--- src/hdl/arsw_pkg.sv ---
// ============================================================================
// Anti-replay sliding window: shared package
// Command codes, field widths and the control bundle for the counter block.
// ============================================================================
`default_nettype none

package arsw_pkg;

    localparam int SEQ_BITS   = 64;
    localparam int TOTAL_BITS = 32;
    localparam int WLEN_BITS  = 7;
    localparam int SLOTS_BITS = 7;

    localparam logic [WLEN_BITS-1:0] WINDOW_LENGTH_RESET = 7'd64;

    typedef enum logic [1:0] {
        CMD_UPDATE = 2'd0,
        CMD_CHECK  = 2'd1,
        CMD_CLEAR  = 2'd2
    } cmd_t;

    typedef struct packed {
        logic clear;
        logic inc_accepted;
        logic inc_rejected;
    } cnt_ctrl_t;

endpackage : arsw_pkg

`default_nettype wire

--- src/hdl/arsw_window.sv ---
// ============================================================================
// Anti-replay sliding window: window state
// Holds the highest number seen and the slot bitmap, gives the freshness
// verdict and computes the next window, its bounds and the used slot count.
// ============================================================================
`default_nettype none

module arsw_window
    import arsw_pkg::*;
#(
    parameter int WINDOW_MAX = 64
)
(
    input  wire logic                             clk,
    input  wire logic                             rst_n,
    input  wire logic                             step_en,
    input  wire cmd_t                             command,
    input  wire logic [SEQ_BITS-1:0]              seq_num,
    input  wire logic [$clog2(WINDOW_MAX+1)-1:0]  win_len,
    output logic                                  fresh,
    output logic [SEQ_BITS-1:0]                   highest_next,
    output logic [SEQ_BITS-1:0]                   lowest_next,
    output logic [SLOTS_BITS-1:0]                 slots_used_next
);

    localparam int W_BITS   = $clog2(WINDOW_MAX + 1);
    localparam int IDX_BITS = (WINDOW_MAX > 1) ? $clog2(WINDOW_MAX) : 1;
    localparam logic [WINDOW_MAX-1:0] BIT0 = WINDOW_MAX'(1);

    logic [SEQ_BITS-1:0]   highest_reg;
    logic [WINDOW_MAX-1:0] bitmap_reg;
    logic [WINDOW_MAX-1:0] bitmap_next;

    logic [SEQ_BITS-1:0]   age;
    logic [SEQ_BITS-1:0]   slide;
    logic [SEQ_BITS-1:0]   wsize_ext;
    logic                  is_empty;
    logic                  is_newer;
    logic                  age_in_win;
    logic [WINDOW_MAX-1:0] win_mask;
    logic [WINDOW_MAX-1:0] bitmap_slid;
    logic [W_BITS-1:0]     used_count;

    assign wsize_ext  = SEQ_BITS'(win_len);
    assign is_empty   = (highest_reg == '0);
    assign is_newer   = (seq_num > highest_reg);
    assign age        = highest_reg - seq_num;
    assign slide      = seq_num - highest_reg;
    assign age_in_win = (age < wsize_ext);

    // Only slots below the window length are checked; the rest read as seen.
    assign fresh = is_empty || is_newer ||
                   (age_in_win && !bitmap_reg[age[IDX_BITS-1:0]]);

    always_comb
    begin
        for (int i = 0; i < WINDOW_MAX; i++)
        begin
            win_mask[i] = (W_BITS'(i) < win_len);
        end
    end

    // A slide of the window length or more empties the whole bitmap.
    assign bitmap_slid = (slide < wsize_ext)
                       ? ((bitmap_reg << slide[IDX_BITS-1:0]) & win_mask)
                       : '0;

    always_comb
    begin
        highest_next = highest_reg;
        bitmap_next  = bitmap_reg;
        unique case (command)
            CMD_UPDATE:
            begin
                if (fresh)
                begin
                    if (is_empty)
                    begin
                        highest_next = seq_num;
                        bitmap_next  = bitmap_reg | BIT0;
                    end
                    else if (is_newer)
                    begin
                        highest_next = seq_num;
                        bitmap_next  = bitmap_slid | BIT0;
                    end
                    else
                    begin
                        bitmap_next = bitmap_reg | (BIT0 << age[IDX_BITS-1:0]);
                    end
                end
            end
            CMD_CLEAR:
            begin
                highest_next = '0;
                bitmap_next  = '0;
            end
            default:
            begin
                highest_next = highest_reg;
                bitmap_next  = bitmap_reg;
            end
        endcase
    end

    always_comb
    begin
        if (highest_next == '0)
        begin
            lowest_next = '0;
        end
        else if (highest_next >= wsize_ext)
        begin
            lowest_next = highest_next - wsize_ext + SEQ_BITS'(1);
        end
        else
        begin
            lowest_next = SEQ_BITS'(1);
        end
    end

    always_comb
    begin
        used_count = '0;
        for (int i = 0; i < WINDOW_MAX; i++)
        begin
            used_count = used_count + W_BITS'(bitmap_next[i] & win_mask[i]);
        end
    end

    assign slots_used_next = SLOTS_BITS'(used_count);

    always_ff @(posedge clk or negedge rst_n)
    begin
        if (!rst_n)
        begin
            highest_reg <= '0;
            bitmap_reg  <= '0;
        end
        else if (step_en)
        begin
            highest_reg <= highest_next;
            bitmap_reg  <= bitmap_next;
        end
    end

endmodule : arsw_window

`default_nettype wire

--- src/hdl/arsw_counters.sv ---
// ============================================================================
// Anti-replay sliding window: transaction counters
// Saturating counts of accepted and rejected numbers, cleared by command.
// ============================================================================
`default_nettype none

module arsw_counters
    import arsw_pkg::*;
#(
    parameter int COUNTER_BITS = 32
)
(
    input  wire logic                   clk,
    input  wire logic                   rst_n,
    input  wire logic                   step_en,
    input  wire cnt_ctrl_t              ctrl,
    output logic [TOTAL_BITS-1:0]       received_next,
    output logic [TOTAL_BITS-1:0]       replay_next
);

    logic [COUNTER_BITS-1:0] accepted_reg;
    logic [COUNTER_BITS-1:0] accepted_next;
    logic [COUNTER_BITS-1:0] rejected_reg;
    logic [COUNTER_BITS-1:0] rejected_next;

    always_comb
    begin
        accepted_next = accepted_reg;
        rejected_next = rejected_reg;
        if (ctrl.clear)
        begin
            accepted_next = '0;
            rejected_next = '0;
        end
        else
        begin
            if (ctrl.inc_accepted && (accepted_reg != '1))
            begin
                accepted_next = accepted_reg + COUNTER_BITS'(1);
            end
            if (ctrl.inc_rejected && (rejected_reg != '1))
            begin
                rejected_next = rejected_reg + COUNTER_BITS'(1);
            end
        end
    end

    assign received_next = TOTAL_BITS'(accepted_next);
    assign replay_next   = TOTAL_BITS'(rejected_next);

    always_ff @(posedge clk or negedge rst_n)
    begin
        if (!rst_n)
        begin
            accepted_reg <= '0;
            rejected_reg <= '0;
        end
        else if (step_en)
        begin
            accepted_reg <= accepted_next;
            rejected_reg <= rejected_next;
        end
    end

endmodule : arsw_counters

`default_nettype wire

--- src/hdl/anti_replay_sliding_window.sv ---
// ============================================================================
// Anti-replay sliding window
// Checks record sequence numbers against a sliding bitmap of recently seen
// numbers and reports the window bounds, the counters and the used slots.
//
//   channel   handshake              payload
//   in        in_valid / in_ready    command, seq_num
//   out       out_valid / out_ready  accepted, highest_sequence,
//                                    lowest_sequence, received_total,
//                                    replay_total, slots_used
//   cfg       cfg_wr_en              cfg_wr_data (window length)
//
// One transaction per cycle while the output is not stalled; the check and update
// of the window state is combinational logic between the input register and the
// result register. An accepted transaction loads the input register, and the result
// register loads from it once the output can take it; out_valid rises with that load.
// Reset empties the window, clears the counters and sets the length to 64.
// While out_ready is low the result holds, the input register keeps its
// transaction, and in_ready drops once that register is full.
// ============================================================================
`default_nettype none

module anti_replay_sliding_window
    import arsw_pkg::*;
#(
    parameter int WINDOW_MAX   = 64,
    parameter int COUNTER_BITS = 32
)
(
    input  wire logic                   clk,
    input  wire logic                   rst_n,
    input  wire logic                   cfg_wr_en,
    input  wire logic [WLEN_BITS-1:0]   cfg_wr_data,
    input  wire logic                   in_valid,
    output logic                        in_ready,
    input  wire logic [1:0]             command,
    input  wire logic [SEQ_BITS-1:0]    seq_num,
    output logic                        out_valid,
    input  wire logic                   out_ready,
    output logic                        accepted,
    output logic [SEQ_BITS-1:0]         highest_sequence,
    output logic [SEQ_BITS-1:0]         lowest_sequence,
    output logic [TOTAL_BITS-1:0]       received_total,
    output logic [TOTAL_BITS-1:0]       replay_total,
    output logic [SLOTS_BITS-1:0]       slots_used
);

    localparam int W_BITS = $clog2(WINDOW_MAX + 1);

    logic [WLEN_BITS-1:0]  window_length_reg;
    logic [W_BITS-1:0]     w_eff;

    logic                  in_valid_reg;
    cmd_t                  command_reg;
    logic [SEQ_BITS-1:0]   seq_reg;

    logic                  out_valid_reg;
    logic                  accepted_reg;
    logic [SEQ_BITS-1:0]   highest_reg;
    logic [SEQ_BITS-1:0]   lowest_reg;
    logic [TOTAL_BITS-1:0] received_reg;
    logic [TOTAL_BITS-1:0] replay_reg;
    logic [SLOTS_BITS-1:0] slots_reg;

    logic                  step_en;
    logic                  fresh;
    logic [SEQ_BITS-1:0]   highest_next;
    logic [SEQ_BITS-1:0]   lowest_next;
    logic [SLOTS_BITS-1:0] slots_next;
    logic [TOTAL_BITS-1:0] received_next;
    logic [TOTAL_BITS-1:0] replay_next;
    cnt_ctrl_t             cnt_ctrl;

    // Zero acts as a one-slot window; lengths above the bitmap size are capped.
    always_comb
    begin
        priority if (window_length_reg == '0)
        begin
            w_eff = W_BITS'(1);
        end
        else if (int'(window_length_reg) > WINDOW_MAX)
        begin
            w_eff = W_BITS'(WINDOW_MAX);
        end
        else
        begin
            w_eff = W_BITS'(window_length_reg);
        end
    end

    assign step_en  = in_valid_reg && (!out_valid_reg || out_ready);
    assign in_ready = !in_valid_reg || step_en;

    assign cnt_ctrl.clear        = (command_reg == CMD_CLEAR);
    assign cnt_ctrl.inc_accepted = (command_reg == CMD_UPDATE) && fresh;
    assign cnt_ctrl.inc_rejected = (command_reg == CMD_UPDATE) && !fresh;

    arsw_window #(
        .WINDOW_MAX (WINDOW_MAX)
    ) u_window (
        .clk             (clk),
        .rst_n           (rst_n),
        .step_en         (step_en),
        .command         (command_reg),
        .seq_num         (seq_reg),
        .win_len         (w_eff),
        .fresh           (fresh),
        .highest_next    (highest_next),
        .lowest_next     (lowest_next),
        .slots_used_next (slots_next)
    );

    arsw_counters #(
        .COUNTER_BITS (COUNTER_BITS)
    ) u_counters (
        .clk           (clk),
        .rst_n         (rst_n),
        .step_en       (step_en),
        .ctrl          (cnt_ctrl),
        .received_next (received_next),
        .replay_next   (replay_next)
    );

    always_ff @(posedge clk or negedge rst_n)
    begin
        if (!rst_n)
        begin
            window_length_reg <= WINDOW_LENGTH_RESET;
        end
        else if (cfg_wr_en)
        begin
            window_length_reg <= cfg_wr_data;
        end
    end

    always_ff @(posedge clk or negedge rst_n)
    begin
        if (!rst_n)
        begin
            in_valid_reg <= 1'b0;
        end
        else if (in_ready)
        begin
            in_valid_reg <= in_valid;
        end
    end

    always_ff @(posedge clk)
    begin
        if (in_ready && in_valid)
        begin
            command_reg <= cmd_t'(command);
            seq_reg     <= seq_num;
        end
    end

    always_ff @(posedge clk or negedge rst_n)
    begin
        if (!rst_n)
        begin
            out_valid_reg <= 1'b0;
        end
        else if (step_en)
        begin
            out_valid_reg <= 1'b1;
        end
        else if (out_ready)
        begin
            out_valid_reg <= 1'b0;
        end
    end

    always_ff @(posedge clk)
    begin
        if (step_en)
        begin
            accepted_reg <= fresh && ((command_reg == CMD_UPDATE) ||
                                      (command_reg == CMD_CHECK));
            highest_reg  <= highest_next;
            lowest_reg   <= lowest_next;
            received_reg <= received_next;
            replay_reg   <= replay_next;
            slots_reg    <= slots_next;
        end
    end

    assign out_valid        = out_valid_reg;
    assign accepted         = accepted_reg;
    assign highest_sequence = highest_reg;
    assign lowest_sequence  = lowest_reg;
    assign received_total   = received_reg;
    assign replay_total     = replay_reg;
    assign slots_used       = slots_reg;

`ifndef SYNTHESIS
    a_bounds_order: assert property (@(posedge clk) disable iff (!rst_n)
        out_valid |-> (((highest_sequence == '0) == (lowest_sequence == '0)) &&
                       (lowest_sequence <= highest_sequence)))
        else $error("window bounds inconsistent");

    a_slots_in_window: assert property (@(posedge clk) disable iff (!rst_n)
        out_valid |-> (int'(slots_used) <= int'(w_eff)))
        else $error("more used slots than window length");

    a_clear_result: assert property (@(posedge clk) disable iff (!rst_n)
        (step_en && (command_reg == CMD_CLEAR)) |=>
            (out_valid && !accepted && (received_total == '0) && (replay_total == '0)))
        else $error("clear did not reset counters");

    a_reject_counted: assert property (@(posedge clk) disable iff (!rst_n)
        (step_en && (command_reg == CMD_UPDATE)) |=>
            (accepted ? (received_total != '0) : (replay_total != '0)))
        else $error("update verdict not counted");
`endif

endmodule : anti_replay_sliding_window

`default_nettype wire

--- config.mk ---
export PLATFORM = sky130hd
export DESIGN_NAME = anti_replay_sliding_window
export DESIGN_NICKNAME = d
export VERILOG_FILES = /design/src/hdl/arsw_pkg.sv /design/src/hdl/arsw_window.sv /design/src/hdl/arsw_counters.sv /design/src/hdl/anti_replay_sliding_window.sv
export SDC_FILE = /design/constraint.sdc
export NUM_CORES = 2
export LEC_CHECK = 0
export ABC_AREA = 0
export BUFFER_PORTS_ARGS = -buffer_cell sky130_fd_sc_hd__buf_2
export CORE_ASPECT_RATIO = 0.5
export CORE_MARGIN = 3
export CORE_UTILIZATION = 45
export CTS_CLUSTER_SIZE = 20
export DETAILED_ROUTE_END_ITERATION = 10
export SETUP_SLACK_MARGIN = 0.05
export SLEW_MARGIN = 20
export SYNTH_ARGS = -nofsm -noshare
export SYNTH_HDL_FRONTEND = slang
export SYNTH_SLANG_ARGS = --single-unit
--- constraint.sdc ---
create_clock -name clk -period 13.71 [get_ports clk]
set_clock_uncertainty 0.15 [all_clocks]
set_input_delay 2.742 -clock clk [delete_from_list [all_inputs] [get_ports clk]]
set_output_delay 2.742 -clock clk [all_outputs]
set_load 0.02 [all_outputs]
==> impl_metrics.ini <==
[grt]
grt_max_degree = 97
grt_first_pass_wirelength_um = 276000
met1_usage = 0.545
track_usage = 0.375
use_met3 = 0.0839
antenna_found_initial = 16
grt_overflow = 0
grt_pass1_vias = 40100
met2_usage = 0.554
busiest_layer = met2

[floorplan]
pin_count = 280
die_w_um = 439
initial_core_util = 0.459
core-area_um2 = 91700
fp.dieArea_um2 = 97600
dieHeight_um = 222
rows = 78

[clock_tree]
cts.sinks = 467
worstSkewPairLatency_ps = 670
ctsLongestPathBuffers = 3
htreeDepth = 2
hold_buffers = 0
post_cts_resized = 0
path_clk_slew_ps = 70
root_buffer = clkbuf_16
cts_tree = yes
cts_buffers = 47
cts_setup_buffers = 0

[logic_synthesis]
ys.flop_type = edfxtp_1
synth_area_um2 = 42100
syn_inst = 5038
async_flop_share = 0.430
synthDistinctLibCells = 120
synth_area_per_cell_um2 = 8.36
ys_top_cells_by_area = edfxtp_1 (19%), dfrtp_1 (12%), ha_1 (8.0%)
synthTopCellsByCount = nand2_1 (517), nor2_1 (481), a21oi_1 (429), o21ai_0 (377), inv_1 (334)
ys_seq_area_frac = 0.309
yosysTopAreaCell = edfxtp_1
yosysMostFrequentCell = nand2_1
yosys_warnings = 0
syn_nets = 5446
synth-edff-count = 266
yosys.area.top_type_share = 0.190
ys_ff_latch = 467

[critical_path]
slowest_delay_ps = 900
crit_path_end_kind = flip-flop
cp_top_family = adder cells
path_class = reg2reg
cp-start-kind = flip-flop
slowest_stage = xnor2_1
arrival_ps = 13400
path_max_fanout = 12
critical_path_buf_inv_count = 7
cp_common_cell = fa_1
crit_required_ps = 14080

[power]
power_density_nw_per_um2 = 209
p_leak_uw = 0.0192
ir_drop_uv = 240
power_uw = 9660

[timing]
final-setup-viol-count = 0
relSlewSlack = 0.142
finalCriticalPeriod_ps = 13030
fin_hold_ws_ps = 348
layout_worst_path_cycle_share = 0.951
fmax_mhz = 76.7
tightest_slew_ps = 1280
fin_tns_setup_ps = 0
rsz0062_at_grt = no
slew_viol_final = 0
hold_viol_final = 0

[detailed_routing]
vias_per_cell = 6.65
avgRoutedWirePerCell_um = 29.4
ant_nets = 0
dr.first_iter.drc_count = 5649
wirelength_um = 190000
drcViolationCount = 0
firstDrtPassIters = 8
vias = 42900

[worst_hold_path]
worstHoldPathType = reg2reg

[place]
dpl.cell_count = 6365
place_hpwl_um = 147000
numPortBuffers = 279
gp_congestion = 1.08
place_area_um2 = 44700

[finish]
final_area_um2 = 46300
final_cells = 6456
drive_gt1_frac = 0.121
final_nets = 5582
areaGrowthSynthToFinish_pct = 9.79

[flow_run]
cap_viol_max_count = 0

[status]
outcome = completed
-- cell usage in the layout (no fill, tap or decap), types with 41 or more instances in the layout --
cell type  count
a211oi_1      73
and3_1        48
nor3_1       105
a31oi_1       58
clkbuf_16     49
mux2i_1      103
ha_1         270
nand4_1       86
o21bai_1      47
o211ai_1      46
inv_1        334
o21a_1        41
xnor2_1      121
o21ai_0      377
dfrtp_1      200
nor4_1        59
a21o_1        68
edfxtp_1     266
nand2_1      516
a22oi_1       72
xor2_1        42
a21oi_1      427
buf_2        278
nand3_1      133
fa_1          58
nor2_1       477
buf_4         93
-- power breakdown --
part	internal, uW	switching (uW)
Sequential	1880	253
Clock	760	640
Combinational	1980	4140
Total	4620	5040
-- final cells by class --
class	instances	area (um2)
flip-flops and latches	467	13000
clock inverters	20	205
multi-input cells	3948	26700
inverters	338	1280
diodes	3	7.51
well taps	1240	1550
fillers	8832	45500
clock buffers	68	1380
repair buffers	372	2100
-- path summary, 6_finish.rpt --
kind / start / endpoint / slack [ps] / cells after the start
worst min register to register: u_counters.accepted_reg[22] / u_counters.accepted_reg[22] / 350 / 1
max in group asynchronous: rst_n / u_window.highest_reg[42] / 9830 / 2
worst min-delay path: u_counters.accepted_reg[22] / u_counters.accepted_reg[22] / 350 / 1
min in group asynchronous: rst_n / u_window.bitmap_reg[20] / 1970 / 1
worst max-delay path: seq_reg[4] / slots_used[6] / 680 / 39
worst max register to register: seq_reg[4] / slots_used[6] / 680 / 39
-- kinds of logic after synthesis --
group / Yosys count / share of synthesized area
flip-flops: 467 / 0.309
AO/OA/AOI/OAI: 1582 / 0.244
adder cells (fa/ha/maj): 330 / 0.109
buffers and inverters: 623 / 0.0600
AND/OR/NAND/NOR: 1709 / 0.195
multiplexers: 160 / 0.0491
XOR/XNOR: 167 / 0.0349
-- layer usage --
layer	part of all wire	wire length (um)
met1	0.44	82900
met2	0.42	79900
met3	0.11	20200
met4	0.035	6550
met5	0.00024	45
-- per-stage QoR --
step,setup WS (ps),util
floorplan,2890,-
global placement,1180,0.487
detailed placement,1060,0.487
CTS,1030,0.504
global route,274,0.504
finish,679,0.504
No activity file was read; power rests on OpenSTA's default activity.
